$ cat src/rtl/core/mtl_pkg.sv
package mtl_pkg;

    // Scanner states. The end-marker states run as one contiguous block of codes.
    typedef enum logic [4:0] {
        S_START = 5'd0,
        S_CMT   = 5'd1,
        S_EOF01 = 5'd2,
        S_EOF02 = 5'd3,
        S_EOF03 = 5'd4,
        S_EOF04 = 5'd5,
        S_EOF05 = 5'd6,
        S_EOF06 = 5'd7,
        S_EOF07 = 5'd8,
        S_EOF08 = 5'd9,
        S_EOF09 = 5'd10,
        S_EOF10 = 5'd11,
        S_ETQ   = 5'd12,
        S_NUM01 = 5'd13,
        S_NUM02 = 5'd14,
        S_SPC   = 5'd15,
        S_STR   = 5'd16,
        S_S01   = 5'd17,
        S_S02   = 5'd18,
        S_S03   = 5'd19
    } scan_state_t;

    typedef enum logic [2:0] {
        K_LABEL  = 3'd0,
        K_OPEN   = 3'd1,
        K_CLOSE  = 3'd2,
        K_INT    = 3'd3,
        K_REAL   = 3'd4,
        K_STRING = 3'd5,
        K_EOF    = 3'd6,
        K_ERROR  = 3'd7
    } token_kind_t;

    typedef struct packed {
        token_kind_t kind;
        logic [7:0]  start_col;
        logic [8:0]  token_length;
        logic        last_of_run;
    } token_t;

    localparam logic [7:0] CH_EOF = 8'h03;
    localparam logic [7:0] CH_EOL = 8'h04;
    localparam logic [7:0] CH_TAB = 8'h09;

    // Wide enough for any column or length under the supported line sizes.
    localparam int          SAT_W         = 16;
    localparam logic [15:0] START_COL_MAX = 16'd255;
    localparam logic [15:0] LENGTH_MAX    = 16'd511;
    localparam int          MARKER_LEN    = 11;

    localparam int         FIFO_DEPTH = 4;
    localparam int         FIFO_PTR_W = 2;
    localparam int         FIFO_CNT_W = 3;
    // A step may push two results, so it needs two free entries.
    localparam logic [2:0] STEP_ROOM  = 3'd2;

    function automatic logic is_letter(input logic [7:0] c);
        return (c >= "A" && c <= "Z") || (c >= "a" && c <= "z") ||
               c == 8'hD1 || c == 8'hF1;
    endfunction

    function automatic logic is_digit(input logic [7:0] c);
        return c >= "0" && c <= "9";
    endfunction

    function automatic logic label_cont(input logic [7:0] c);
        return is_letter(c) || is_digit(c) || c == "_" || c == "." || c == "+" ||
               c == "-" || c == "#" || c == "/" || c == "=" || c == "'" ||
               c == "]" || c == "|" || c == ":";
    endfunction

    // Character expected in each end-marker state but S_EOF10, whose '>' the scanner checks itself.
    function automatic logic [7:0] marker_char(input scan_state_t st);
        logic [7:0] ch;
        case (st)
            S_EOF01: ch = "<";
            S_EOF02: ch = "$";
            S_EOF03: ch = "$";
            S_EOF04: ch = "E";
            S_EOF05: ch = "O";
            S_EOF06: ch = "F";
            S_EOF07: ch = "$";
            S_EOF08: ch = "$";
            S_EOF09: ch = ">";
            default: ch = 8'h00;
        endcase
        return ch;
    endfunction

endpackage

$ cat src/rtl/core/mtl_scan.sv
module mtl_scan #(
    parameter int LINE_MAX = 256
) (
    input  logic             clk,
    input  logic             rst_n,
    input  logic             step,
    input  logic [7:0]       char_code,
    output mtl_pkg::token_t  res0,
    output mtl_pkg::token_t  res1,
    output logic [1:0]       res_vld
);

    localparam int COL_W = $clog2(LINE_MAX + 1);
    localparam logic [COL_W-1:0] COL_MAX = COL_W'(LINE_MAX);

    mtl_pkg::scan_state_t state_reg, state_next;
    logic [COL_W-1:0]     column_reg, column_next;
    logic [COL_W-1:0]     tstart_reg, tstart_next;
    logic                 abbr_reg, abbr_next;
    logic                 skip_reg, skip_next;

    logic [7:0]           c;
    logic [COL_W-1:0]     span;
    logic [COL_W:0]       spanx, span_p1, tsx, colx;
    logic                 line_end;

    // Outcome of starting a fresh token with the current character.
    mtl_pkg::scan_state_t sc_state;
    logic                 sc_vld;
    mtl_pkg::token_kind_t sc_kind;
    logic                 sc_len;
    logic                 sc_line_end;
    logic                 sc_abbr_clr;

    logic                 use_sc;
    logic                 do_fail;
    logic [1:0]           e_vld;
    mtl_pkg::token_kind_t e_kind [2];
    logic [COL_W:0]       e_start [2];
    logic [COL_W:0]       e_len [2];
    logic [mtl_pkg::SAT_W-1:0] s_wide [2];
    logic [mtl_pkg::SAT_W-1:0] l_wide [2];
    mtl_pkg::token_t      tok [2];

    assign c       = (char_code == mtl_pkg::CH_TAB) ? " " : char_code;
    assign span    = (column_reg >= tstart_reg) ? column_reg - tstart_reg : '0;
    assign spanx   = {1'b0, span};
    assign span_p1 = spanx + 1'b1;
    assign tsx     = {1'b0, tstart_reg};
    assign colx    = {1'b0, column_reg};

    always_comb
    begin
        sc_state    = mtl_pkg::S_START;
        sc_vld      = 1'b0;
        sc_kind     = mtl_pkg::K_ERROR;
        sc_len      = 1'b1;
        sc_line_end = 1'b0;
        sc_abbr_clr = 1'b0;
        if (mtl_pkg::is_letter(c) || c == "'" || c == "[" || c == "|" || c == ":") begin
            sc_state = mtl_pkg::S_ETQ;
        end else if (mtl_pkg::is_digit(c)) begin
            sc_state = mtl_pkg::S_NUM01;
        end else if (c == "(") begin
            sc_vld  = 1'b1;
            sc_kind = mtl_pkg::K_OPEN;
        end else if (c == ")") begin
            sc_vld  = 1'b1;
            sc_kind = mtl_pkg::K_CLOSE;
        end else if (c == " ") begin
            if (abbr_reg) begin
                sc_abbr_clr = 1'b1;
                sc_vld      = 1'b1;
                sc_kind     = mtl_pkg::K_CLOSE;
                sc_len      = 1'b0;
            end else begin
                sc_state = mtl_pkg::S_SPC;
            end
        end else if (c == "/") begin
            sc_state = mtl_pkg::S_CMT;
        end else if (c == "+" || c == "-") begin
            sc_state = mtl_pkg::S_S01;
        end else if (c == "=") begin
            sc_state = mtl_pkg::S_S02;
        end else if (c == "\"") begin
            sc_state = mtl_pkg::S_STR;
        end else if (c == mtl_pkg::CH_EOF) begin
            sc_vld  = 1'b1;
            sc_kind = mtl_pkg::K_EOF;
            sc_len  = 1'b0;
        end else if (c == mtl_pkg::CH_EOL) begin
            sc_line_end = 1'b1;
        end else if (c == "<") begin
            sc_state = mtl_pkg::S_EOF01;
        end else if (c == ",") begin
            sc_vld = !abbr_reg;
        end else begin
            sc_vld = 1'b1;
        end
    end

    always_comb
    begin
        state_next = state_reg;
        tstart_next = tstart_reg;
        abbr_next  = abbr_reg;
        skip_next  = skip_reg;
        line_end   = 1'b0;
        use_sc     = 1'b0;
        do_fail    = 1'b0;
        e_vld      = 2'b00;
        for (int i = 0; i < 2; i++) begin
            e_kind[i]  = mtl_pkg::K_LABEL;
            e_start[i] = tsx;
            e_len[i]   = spanx;
        end

        if (skip_reg) begin
            if (c == mtl_pkg::CH_EOL) begin
                skip_next = 1'b0;
                line_end  = 1'b1;
            end
        end else begin
            case (state_reg)
                mtl_pkg::S_START:
                begin
                    use_sc = 1'b1;
                end
                mtl_pkg::S_CMT:
                begin
                    if (c == "/") begin
                        skip_next  = 1'b1;
                        state_next = mtl_pkg::S_START;
                    end else begin
                        do_fail = 1'b1;
                    end
                end
                mtl_pkg::S_EOF01, mtl_pkg::S_EOF02, mtl_pkg::S_EOF03,
                mtl_pkg::S_EOF04, mtl_pkg::S_EOF05, mtl_pkg::S_EOF06,
                mtl_pkg::S_EOF07, mtl_pkg::S_EOF08, mtl_pkg::S_EOF09:
                begin
                    if (c == mtl_pkg::marker_char(state_reg)) begin
                        state_next = mtl_pkg::scan_state_t'(state_reg + 5'd1);
                    end else begin
                        do_fail = 1'b1;
                    end
                end
                mtl_pkg::S_EOF10:
                begin
                    if (c == ">") begin
                        e_vld[0]   = 1'b1;
                        e_kind[0]  = mtl_pkg::K_EOF;
                        e_len[0]   = (COL_W+1)'(mtl_pkg::MARKER_LEN);
                        skip_next  = 1'b1;
                        state_next = mtl_pkg::S_START;
                    end else begin
                        do_fail = 1'b1;
                    end
                end
                mtl_pkg::S_ETQ:
                begin
                    if (mtl_pkg::label_cont(c)) begin
                        state_next = mtl_pkg::S_ETQ;
                    end else if (c == ",") begin
                        // The first label comma opens an implicit group.
                        if (!abbr_reg) begin
                            abbr_next = 1'b1;
                            e_vld     = 2'b11;
                            e_kind[0] = mtl_pkg::K_OPEN;
                            e_len[0]  = '0;
                            e_kind[1] = mtl_pkg::K_LABEL;
                        end else begin
                            e_vld[0] = 1'b1;
                        end
                        state_next = mtl_pkg::S_START;
                    end else begin
                        e_vld[0] = 1'b1;
                        use_sc   = 1'b1;
                    end
                end
                mtl_pkg::S_NUM01:
                begin
                    if (mtl_pkg::is_digit(c)) begin
                        state_next = mtl_pkg::S_NUM01;
                    end else if (c == ".") begin
                        state_next = mtl_pkg::S_NUM02;
                    end else if (mtl_pkg::is_letter(c)) begin
                        state_next = mtl_pkg::S_ETQ;
                    end else begin
                        e_vld[0]  = 1'b1;
                        e_kind[0] = mtl_pkg::K_INT;
                        use_sc    = 1'b1;
                    end
                end
                mtl_pkg::S_NUM02:
                begin
                    if (!mtl_pkg::is_digit(c)) begin
                        e_vld[0]  = 1'b1;
                        e_kind[0] = mtl_pkg::K_REAL;
                        use_sc    = 1'b1;
                    end
                end
                mtl_pkg::S_SPC:
                begin
                    if (c != " ") begin
                        use_sc = 1'b1;
                    end
                end
                mtl_pkg::S_STR:
                begin
                    if (c == "\"") begin
                        e_vld[0]   = 1'b1;
                        e_kind[0]  = mtl_pkg::K_STRING;
                        e_start[0] = tsx + 1'b1;
                        e_len[0]   = (span != '0) ? spanx - 1'b1 : '0;
                        state_next = mtl_pkg::S_START;
                    end else if (c == mtl_pkg::CH_EOF || c == mtl_pkg::CH_EOL) begin
                        do_fail = 1'b1;
                    end
                end
                mtl_pkg::S_S01, mtl_pkg::S_S02, mtl_pkg::S_S03:
                begin
                    if (mtl_pkg::is_letter(c)) begin
                        state_next = mtl_pkg::S_ETQ;
                    end else if (mtl_pkg::is_digit(c)) begin
                        state_next = mtl_pkg::S_NUM01;
                    end else if (state_reg != mtl_pkg::S_S03 && (c == "+" || c == "-")) begin
                        state_next = mtl_pkg::S_S03;
                    end else if (state_reg == mtl_pkg::S_S01 && c == " ") begin
                        // A lone sign followed by a space is a label.
                        e_vld[0]   = 1'b1;
                        state_next = mtl_pkg::S_START;
                    end else begin
                        do_fail = 1'b1;
                    end
                end
                default:
                begin
                    use_sc = 1'b1;
                end
            endcase
        end

        if (do_fail) begin
            state_next = mtl_pkg::S_START;
            e_vld[0]   = 1'b1;
            if (c == mtl_pkg::CH_EOF) begin
                e_kind[0] = mtl_pkg::K_EOF;
                e_len[0]  = '0;
            end else begin
                e_kind[0] = mtl_pkg::K_ERROR;
                e_len[0]  = span_p1;
                line_end  = (c == mtl_pkg::CH_EOL);
            end
        end

        if (use_sc) begin
            state_next  = sc_state;
            tstart_next = column_reg;
            if (sc_abbr_clr) begin
                abbr_next = 1'b0;
            end
            line_end = line_end | sc_line_end;
            if (sc_vld) begin
                if (e_vld[0]) begin
                    e_vld[1]   = 1'b1;
                    e_kind[1]  = sc_kind;
                    e_start[1] = colx;
                    e_len[1]   = (COL_W+1)'(sc_len);
                end else begin
                    e_vld[0]   = 1'b1;
                    e_kind[0]  = sc_kind;
                    e_start[0] = colx;
                    e_len[0]   = (COL_W+1)'(sc_len);
                end
            end
        end
    end

    always_comb
    begin
        if (line_end) begin
            column_next = '0;
        end else if (column_reg < COL_MAX) begin
            column_next = column_reg + 1'b1;
        end else begin
            column_next = COL_MAX;
        end
    end

    always_comb
    begin
        for (int i = 0; i < 2; i++) begin
            s_wide[i] = mtl_pkg::SAT_W'(e_start[i]);
            l_wide[i] = mtl_pkg::SAT_W'(e_len[i]);
            tok[i].kind = e_kind[i];
            tok[i].start_col = (s_wide[i] > mtl_pkg::START_COL_MAX) ?
                               8'hFF : s_wide[i][7:0];
            tok[i].token_length = (l_wide[i] > mtl_pkg::LENGTH_MAX) ?
                                  9'h1FF : l_wide[i][8:0];
        end
        tok[0].last_of_run = !e_vld[1];
        tok[1].last_of_run = 1'b1;
    end

    assign res0    = tok[0];
    assign res1    = tok[1];
    assign res_vld = e_vld;

    always_ff @(posedge clk or negedge rst_n)
    begin
        if (!rst_n) begin
            state_reg  <= mtl_pkg::S_START;
            column_reg <= '0;
            tstart_reg <= '0;
            abbr_reg   <= 1'b0;
            skip_reg   <= 1'b0;
        end else if (step) begin
            state_reg  <= state_next;
            column_reg <= column_next;
            tstart_reg <= tstart_next;
            abbr_reg   <= abbr_next;
            skip_reg   <= skip_next;
        end
    end

endmodule

$ cat src/rtl/core/mtl_fifo.sv
module mtl_fifo (
    input  logic                           clk,
    input  logic                           rst_n,
    input  logic [1:0]                     push_vld,
    input  mtl_pkg::token_t                push0,
    input  mtl_pkg::token_t                push1,
    input  logic                           pop,
    output mtl_pkg::token_t                head,
    output logic [mtl_pkg::FIFO_CNT_W-1:0] count
);

    mtl_pkg::token_t                 entry_reg [mtl_pkg::FIFO_DEPTH];
    logic [mtl_pkg::FIFO_PTR_W-1:0]  wr_ptr_reg, wr_ptr_next;
    logic [mtl_pkg::FIFO_PTR_W-1:0]  rd_ptr_reg, rd_ptr_next;
    logic [mtl_pkg::FIFO_CNT_W-1:0]  count_reg, count_next;
    logic [mtl_pkg::FIFO_CNT_W-1:0]  n_push;

    // Pushes always fill slot 0 first, so the count is the sum of the bits.
    assign n_push = mtl_pkg::FIFO_CNT_W'(push_vld[0]) + mtl_pkg::FIFO_CNT_W'(push_vld[1]);

    always_comb
    begin
        wr_ptr_next = wr_ptr_reg + mtl_pkg::FIFO_PTR_W'(n_push);
        rd_ptr_next = rd_ptr_reg + mtl_pkg::FIFO_PTR_W'(pop);
        count_next  = count_reg + n_push - mtl_pkg::FIFO_CNT_W'(pop);
    end

    always_ff @(posedge clk)
    begin
        if (push_vld[0]) begin
            entry_reg[wr_ptr_reg] <= push0;
        end
        if (push_vld[1]) begin
            entry_reg[wr_ptr_reg + 1'b1] <= push1;
        end
    end

    always_ff @(posedge clk or negedge rst_n)
    begin
        if (!rst_n) begin
            wr_ptr_reg <= '0;
            rd_ptr_reg <= '0;
            count_reg  <= '0;
        end else begin
            wr_ptr_reg <= wr_ptr_next;
            rd_ptr_reg <= rd_ptr_next;
            count_reg  <= count_next;
        end
    end

    assign head  = entry_reg[rd_ptr_reg];
    assign count = count_reg;

endmodule

$ cat src/rtl/core/markup_token_lexer.sv
// Character-serial lexer for a parenthesized score language.
// Input channel: one byte per transfer on char_code, handshaked by in_valid and
// in_ready. Byte 4 ends a line, byte 3 ends the file and a tab counts as a space.
// Output channel: one token descriptor per transfer (token_kind, start_col,
// token_length, last_of_run), handshaked by out_valid and out_ready. A byte
// causes zero, one or two descriptors; last_of_run marks the last one of a byte.
// A taken byte waits in the input register until the queue has room; the scan
// step then writes its descriptors into the result queue, whose head is
// offered on the output channel.
// Throughput: one byte per cycle while the queue has room, set by the scan step
// between the input register and a four-entry result queue. A byte is scanned
// only while the queue holds at most two descriptors, so when the receiver stalls
// the queue fills, scanning halts and in_ready drops once the input register is
// full. Bursts of two-descriptor bytes run at the output rate of one per cycle.
// Reset clears the scanner to its start state with column zero, and empties
// both the input register and the result queue.
module markup_token_lexer #(
    parameter int LINE_MAX = 256
) (
    input  logic       clk,
    input  logic       rst_n,
    input  logic       in_valid,
    output logic       in_ready,
    input  logic [7:0] char_code,
    output logic       out_valid,
    input  logic       out_ready,
    output logic [2:0] token_kind,
    output logic [7:0] start_col,
    output logic [8:0] token_length,
    output logic       last_of_run
);

    logic [7:0]                     char_reg;
    logic                           in_vld_reg;
    logic                           step;
    logic                           pop;
    logic [1:0]                     res_vld;
    logic [1:0]                     push_vld;
    mtl_pkg::token_t                res0;
    mtl_pkg::token_t                res1;
    mtl_pkg::token_t                head;
    logic [mtl_pkg::FIFO_CNT_W-1:0] count;

    // Scan the held byte only when the queue has room for two descriptors.
    // This depends on registered state only, so out_ready never reaches in_ready.
    assign step     = in_vld_reg && (count <= mtl_pkg::STEP_ROOM);
    assign in_ready = !in_vld_reg || step;
    assign push_vld = step ? res_vld : 2'b00;
    assign pop      = out_valid && out_ready;

    always_ff @(posedge clk or negedge rst_n)
    begin
        if (!rst_n) begin
            in_vld_reg <= 1'b0;
        end else if (in_valid && in_ready) begin
            in_vld_reg <= 1'b1;
        end else if (step) begin
            in_vld_reg <= 1'b0;
        end
    end

    // The byte itself needs no reset; it is qualified by in_vld_reg.
    always_ff @(posedge clk)
    begin
        if (in_valid && in_ready) begin
            char_reg <= char_code;
        end
    end

    mtl_scan #(
        .LINE_MAX (LINE_MAX)
    ) u_scan (
        .clk       (clk),
        .rst_n     (rst_n),
        .step      (step),
        .char_code (char_reg),
        .res0      (res0),
        .res1      (res1),
        .res_vld   (res_vld)
    );

    mtl_fifo u_fifo (
        .clk      (clk),
        .rst_n    (rst_n),
        .push_vld (push_vld),
        .push0    (res0),
        .push1    (res1),
        .pop      (pop),
        .head     (head),
        .count    (count)
    );

    assign out_valid    = (count != '0);
    assign token_kind   = head.kind;
    assign start_col    = head.start_col;
    assign token_length = head.token_length;
    assign last_of_run  = head.last_of_run;

`ifndef SYNTH
    // The second descriptor slot is used only after the first one is filled.
    assert property (@(posedge clk) disable iff (!rst_n)
        !(res_vld[1] && !res_vld[0]))
        else $error("second result without a first result");

    // The queue never holds more descriptors than it has entries.
    assert property (@(posedge clk) disable iff (!rst_n)
        count <= mtl_pkg::FIFO_CNT_W'(mtl_pkg::FIFO_DEPTH))
        else $error("result queue overflow");

    // A scan step that produces a descriptor makes the output valid next cycle.
    assert property (@(posedge clk) disable iff (!rst_n)
        (step && (res_vld != 2'b00)) |=> out_valid)
        else $error("scanned descriptor not offered");

    // Backpressure on the input only comes from a full input register while the queue holds more than two descriptors.
    assert property (@(posedge clk) disable iff (!rst_n)
        !in_ready |-> (in_vld_reg && (count > mtl_pkg::STEP_ROOM)))
        else $error("input stalled without cause");
`endif

endmodule

$ cat config.mk
export PLATFORM = sky130hd
export DESIGN_NAME = markup_token_lexer
export DESIGN_NICKNAME = d
export VERILOG_FILES = /design/src/rtl/core/mtl_pkg.sv /design/src/rtl/core/mtl_scan.sv /design/src/rtl/core/mtl_fifo.sv /design/src/rtl/core/markup_token_lexer.sv
export SDC_FILE = /design/constraint.sdc
export NUM_CORES = 1
export LEC_CHECK = 0
export CORE_UTILIZATION = 32
export CTS_BUF_LIST = sky130_fd_sc_hd__clkbuf_4
export CTS_CLUSTER_SIZE = 30
export DETAILED_ROUTE_END_ITERATION = 10
export DONT_BUFFER_PORTS = 1
export HOLD_SLACK_MARGIN = 0.06
export PLACE_DENSITY = 0.56
export SYNTH_ARGS = -nofsm -noshare
export SYNTH_HDL_FRONTEND = slang
export SYNTH_HIERARCHICAL = 1
export SYNTH_SLANG_ARGS = --single-unit
$ cat constraint.sdc
create_clock -name clk -period 13.71 [get_ports clk]
set_clock_uncertainty 0.1 [all_clocks]
set_input_delay 2.742 -clock clk [delete_from_list [all_inputs] [get_ports clk]]
set_output_delay 2.742 -clock clk [all_outputs]
set_load 0.005 [all_outputs]
; Word level (Yosys, flattened, before mapping)
; Memory sizes are Yosys's and may differ from the RTL's.
; Cells that the tools add are included.
; W data, S select, Z words.
[totals]
ff_bits = 41
mem_count = 2
ramBits = 84
out_inout_bits = 23
romBits = 112
latch_bits = 0
[classes]
n_eq_ne = 54
shifts = 0
reduce_logical = 42
order_cmp = 13
add_sub_neg = 12
bitwise_logic = 1
mul = 0
muxes = 187
div = 0
[memory_table]
columns = memory, depth, word_bits, rd, rd_ports_with_merged_regs, wr, line_no
row1 = (no name shown), 16, 7, 1, 0, 0, mtl_pkg.sv:79  ; case (st)
row2 = u_fifo.entry_reg, 4, 21, 1, 0, 2, mtl_fifo.sv:12  ; mtl_pkg::token_t entry_reg [mtl_pkg::FIFO_DEPTH];
[op_table]
columns = cell, count
row1 = $mux W5, 27
row2 = $eq A8 B6 Y1 const B, 15
row3 = $mux W10, 12
row4 = $mux W1, 89
row5 = $mux W9, 9
row6 = $mux W20, 4
row7 = $mux W3, 19
row8 = $mux W8, 6
row9 = $eq A5 B4 Y1 const B, 8
row10 = $pmux W5 S7, 1
row11 = $eq A8 B7 Y1 const B, 4
row12 = $mux W6, 5
row13 = $pmux W10 S3, 1
row14 = $logic_or A1 B1 Y1, 22
row15 = $add A9 B1 Y10 const B, 2
row16 = $eq A5 B3 Y1 const B, 4
row17 = $eq A5 B5 Y1 const B, 4
row18 = $gt A10 B8 Y1 const B, 2
row19 = $gt A10 B9 Y1 const B, 2
row20 = $reduce_bool A9 Y1, 2
row21 = $eq A8 B8 Y1 const B, 2
row22 = $ge A8 B7 Y1 const B, 2
row23 = $le A8 B7 Y1 const B, 2
row24 = $ne A4 B1 Y1 const B, 4
row25 = other kinds (43), 61

; Longest topological paths before layout
[depth]
depth_word = 30
depth_mapped = 21

; By module
; Netlist, hierarchy kept.
[modules_own_cells]
columns = mod, area_each_um2, cells_per_inst, n_inst
row1 = mtl_scan, 4858.4, 656, 1
row2 = mtl_fifo, 4433.0, 238, 1
row3 = markup_token_lexer, 349.1, 19, 1

; Worst setup path before layout
; No wires, ideal clock.
[synth_timing]
kind = flip-flop to flip-flop
start = reg u_scan.state_reg[1]
end = mem u_fifo/entry_reg[0][0] (netlist name) (enable)
arrival_time_ns = 4.347
n_path_buf = 3
stages_incl_launch_ff = 15
path_slack_ns = 8.835
period_less_slack_ns = 4.875
cell_sequence = dfrtp_1 > inv_1 > ha_1 > or4bb_1 > clkbuf_1 > o311a_1 > o21a_1 > and3_1 > buf_6 > a31oi_4 > buf_2 > nand2b_1 > and4b_2 > nand2b_1 > o21ai_0
[synth_rtl]
columns = element, line_no
row1 = from (decl), mtl_scan.sv:16  ; mtl_pkg::scan_state_t state_reg, state_next;
row2 = from (signal assigned), mtl_scan.sv:313  ; state_reg <= mtl_pkg::S_START;
row3 = from (signal assigned), mtl_scan.sv:319  ; state_reg <= state_next;
row4 = to (decl), mtl_fifo.sv:12

==> metrics <==
height of the die 175.6 microns; Mapped Avg Cell Area about 11 sq um; gpl congestion between 0.9 and 1; Layout fillers 2999; total track usage between 15 and 20%; share of cells above drive strength 1 between 20% and 30%; PortBufs 0; CP required 13.78 ns; most frequent cells in the layout edfxtp_1 (92), mux2_2 (86), nor2_1 (56), nand2_1 (52), a21oi_1 (43); status completed; Post-synth EDFFs 92; CTS tree done; startpoint types register; Worst Path Max Fanout 22; # setup viols final 0; Post-Synthesis Cells roughly 900; Layout area overhead 5.788%; Synth Register Bits between 100 and 150; Routed Antenna Nets 0; max FFs per register between 80 and 90; period utilisation layout 43.21%; number of global-route vias before repair between 7000 and 8000; final hold violations 0; Arr. time, crit path ~6 ns; worst r2r path cells 13; Root Buffer clkbuf_4; drt via density 5.723; Async SR Flop Fraction between 20% and 30%; highest clock rate ~170 MHz; final WL between 20 and 30 mm; crit path kind reg -> reg; Core Util, Final 34.41%; Post-CTS Setup Bufs 0; post-synthesis sequential area ratio a little under two fifths; post-CTS sizing 0; Rows between 60 and 70; CTS H-Tree Depth 4; routed length per placed instance 20.68 microns; First-pass DRT Iterations 6; die footprint a little over 0.03 sq mm; DIE WIDTH 175.6 microns; Ys Warns 6; vias between 7000 and 8000; Slew HR between 20% and 30%; RSZ-0062 raised after global routing false; number of CTS-inserted buffers 17; Hold Path Class reg -> reg; I/O pin cnt 35; dominant synthesized flop cell edfxtp_1; Syn Nets ~950; Clock Path Buffers 2; fin. max-slew vios 0; initial core utilization 32.53%; post-layout min period 5.924 ns; clk_lat worst skew approximately 0.57 ns; worst slew pin tran 1.127 ns; element type at the critical path end register; post-synth cell types approximately 110; Final HPWL DP around 19 mm; Worst Hold Path Cells 1; GRT overflow 0; Hold-fix buffers, CTS 0; largest net degree at the start of global routing 34; clock transition at the registers of the reported paths between 0.1 and 0.15 ns; clk sinks roughly 130; setup TNS 0 ns; Total Nets Final between 900 and 1000; Max-cap violations 0; DRT iter0 DRCs 710; Residual DRC 0; Mapped Area approximately 0.0096 sq mm; initial antenna violation count 1; most common cell after layout, fill and taps aside edfxtp_1; first-pass GRT wire length 41.51 mm; core box area approximately 0.030 sq mm
[metal layers]
layer	GRT usage [%]	up-vias	share of wire [%]
met3	3.030	40	5.4
li1	-	3446	-
met2	27.37	267	45
met4	6.341	0	2.5
met1	24.33	3613	47
met5	0	-	0
[stage by stage]
| stage | setup slack (ns) | hold slack, ns | cell area (sq um) | instances |
|---|---|---|---|---|
| final | 7.786 | 0.4759 | 10200 | 1287 |
| after global routing | 7.398 | 0.5103 | 10200 | 1287 |
| after CTS | 7.790 | 0.4839 | 10200 | 1286 |
| after detailed placement | 7.783 | 0.4528 | 9877 | 1254 |
| after global placement | 8.020 | 0.4511 | 9877 | 1254 |
| after floorplan | 8.835 | 0.4087 | 9641 | 913 |
[synthesized netlist by cell type, drive strengths merged (5+ instances only)]
| library cell | count | area, sq um |
|---|---|---|
| a211o | 7 | 61.31 |
| a211oi | 12 | 105.1 |
| a21o | 8 | 61.31 |
| a21oi | 44 | 224.0 |
| a31oi | 25 | 177.7 |
| and2 | 5 | 33.79 |
| and3 | 14 | 87.58 |
| buf | 47 | 296.5 |
| clkbuf | 11 | 41.29 |
| dfrtp | 33 | 825.8 |
| edfxtp | 92 | 2763 |
| ha | 24 | 300.3 |
| inv | 38 | 142.6 |
| mux2 | 88 | 990.9 |
| mux2i | 12 | 123.9 |
| mux4 | 21 | 473.0 |
| nand2 | 53 | 206.5 |
| nand2b | 16 | 107.6 |
| nand3 | 22 | 115.1 |
| nand3b | 8 | 72.57 |
| nand4 | 7 | 43.79 |
| nand4b | 5 | 58.80 |
| nor2 | 59 | 229.0 |
| nor2b | 7 | 43.79 |
| nor3 | 23 | 131.4 |
| nor3b | 8 | 65.06 |
| nor4 | 6 | 37.54 |
| nor4b | 9 | 106.4 |
| o211a | 10 | 100.1 |
| o211ai | 5 | 37.54 |
| o21a | 9 | 67.56 |
| o21ai | 43 | 215.2 |
| o22ai | 5 | 37.53 |
| o31ai | 7 | 71.32 |
| or2 | 8 | 50.04 |
| or3 | 11 | 73.82 |
| xnor2 | 22 | 192.7 |
| xor2 | 13 | 113.9 |
[final timing paths]
kind / end / slack [ns] / start
max in group asynchronous: u_fifo/rd_ptr_reg[1]$_DFF_PN0_ / 11.64 / rst_n
hold reg to reg: u_fifo/count[0]$_DFF_PN0_ / 0.48 / u_fifo/count[0]$_DFF_PN0_
hold / removal: u_fifo/count[0]$_DFF_PN0_ / 0.48 / u_fifo/count[0]$_DFF_PN0_
setup / recovery: u_fifo/entry_reg[0][4]$_DFFE_PP_ / 7.79 / u_scan/state_reg[1]$_DFFE_PN0P_
setup reg to reg: u_fifo/entry_reg[0][4]$_DFFE_PP_ / 7.79 / u_scan/state_reg[1]$_DFFE_PN0P_
min in group asynchronous: u_scan/abbr_reg$_DFFE_PN0P_ / 1.75 / rst_n
[area by class of cell]
type | count | area [sq um] | area share, %
multi-input combinational | 690 | 5583 | 54.74
sequential | 125 | 3588 | 35.19
tap | 390 | 488.0 | 4.785
clock inverter | 14 | 183.9 | 1.803
inverter | 40 | 150.1 | 1.472
clock buffer | 18 | 135.1 | 1.325
timing repair buffer | 9 | 67.56 | 0.6625
antenna | 1 | 2.502 | 0.02454
[logic make-up (layout without fill, tap and decap cells)]
group,count (synthesis),count (layout),share of synthesized area (%)
xor gates and xnor gates,35,35,3.180
other,1,2,0.03890
adders and majority gates,26,26,3.530
and+or+nand+nor,283,283,17.53
buffers and inverters,98,81,5.062
muxes,121,121,16.47
DFF,125,125,37.22
AOI/OAI and AO/OA,224,224,16.96
[worst max-delay path, stage by stage (launching register included)]
cell and delay, ns:
dfrtp_1 0.50, inv_1 0.13, ha_1 0.31, or3_1 0.36, a21boi_1 0.24, nand4b_1 0.16
o31a_1 0.29, o2111a_2 0.21, nor4b_4 0.83, nand2_4 0.26, o21ai_0 0.15, and4b_2 0.34
nand3_1 0.80, o21ai_2 0.83
Power is not shown: default switching activity piles up to over one toggle a cycle in this logic, so the estimate is an artifact.
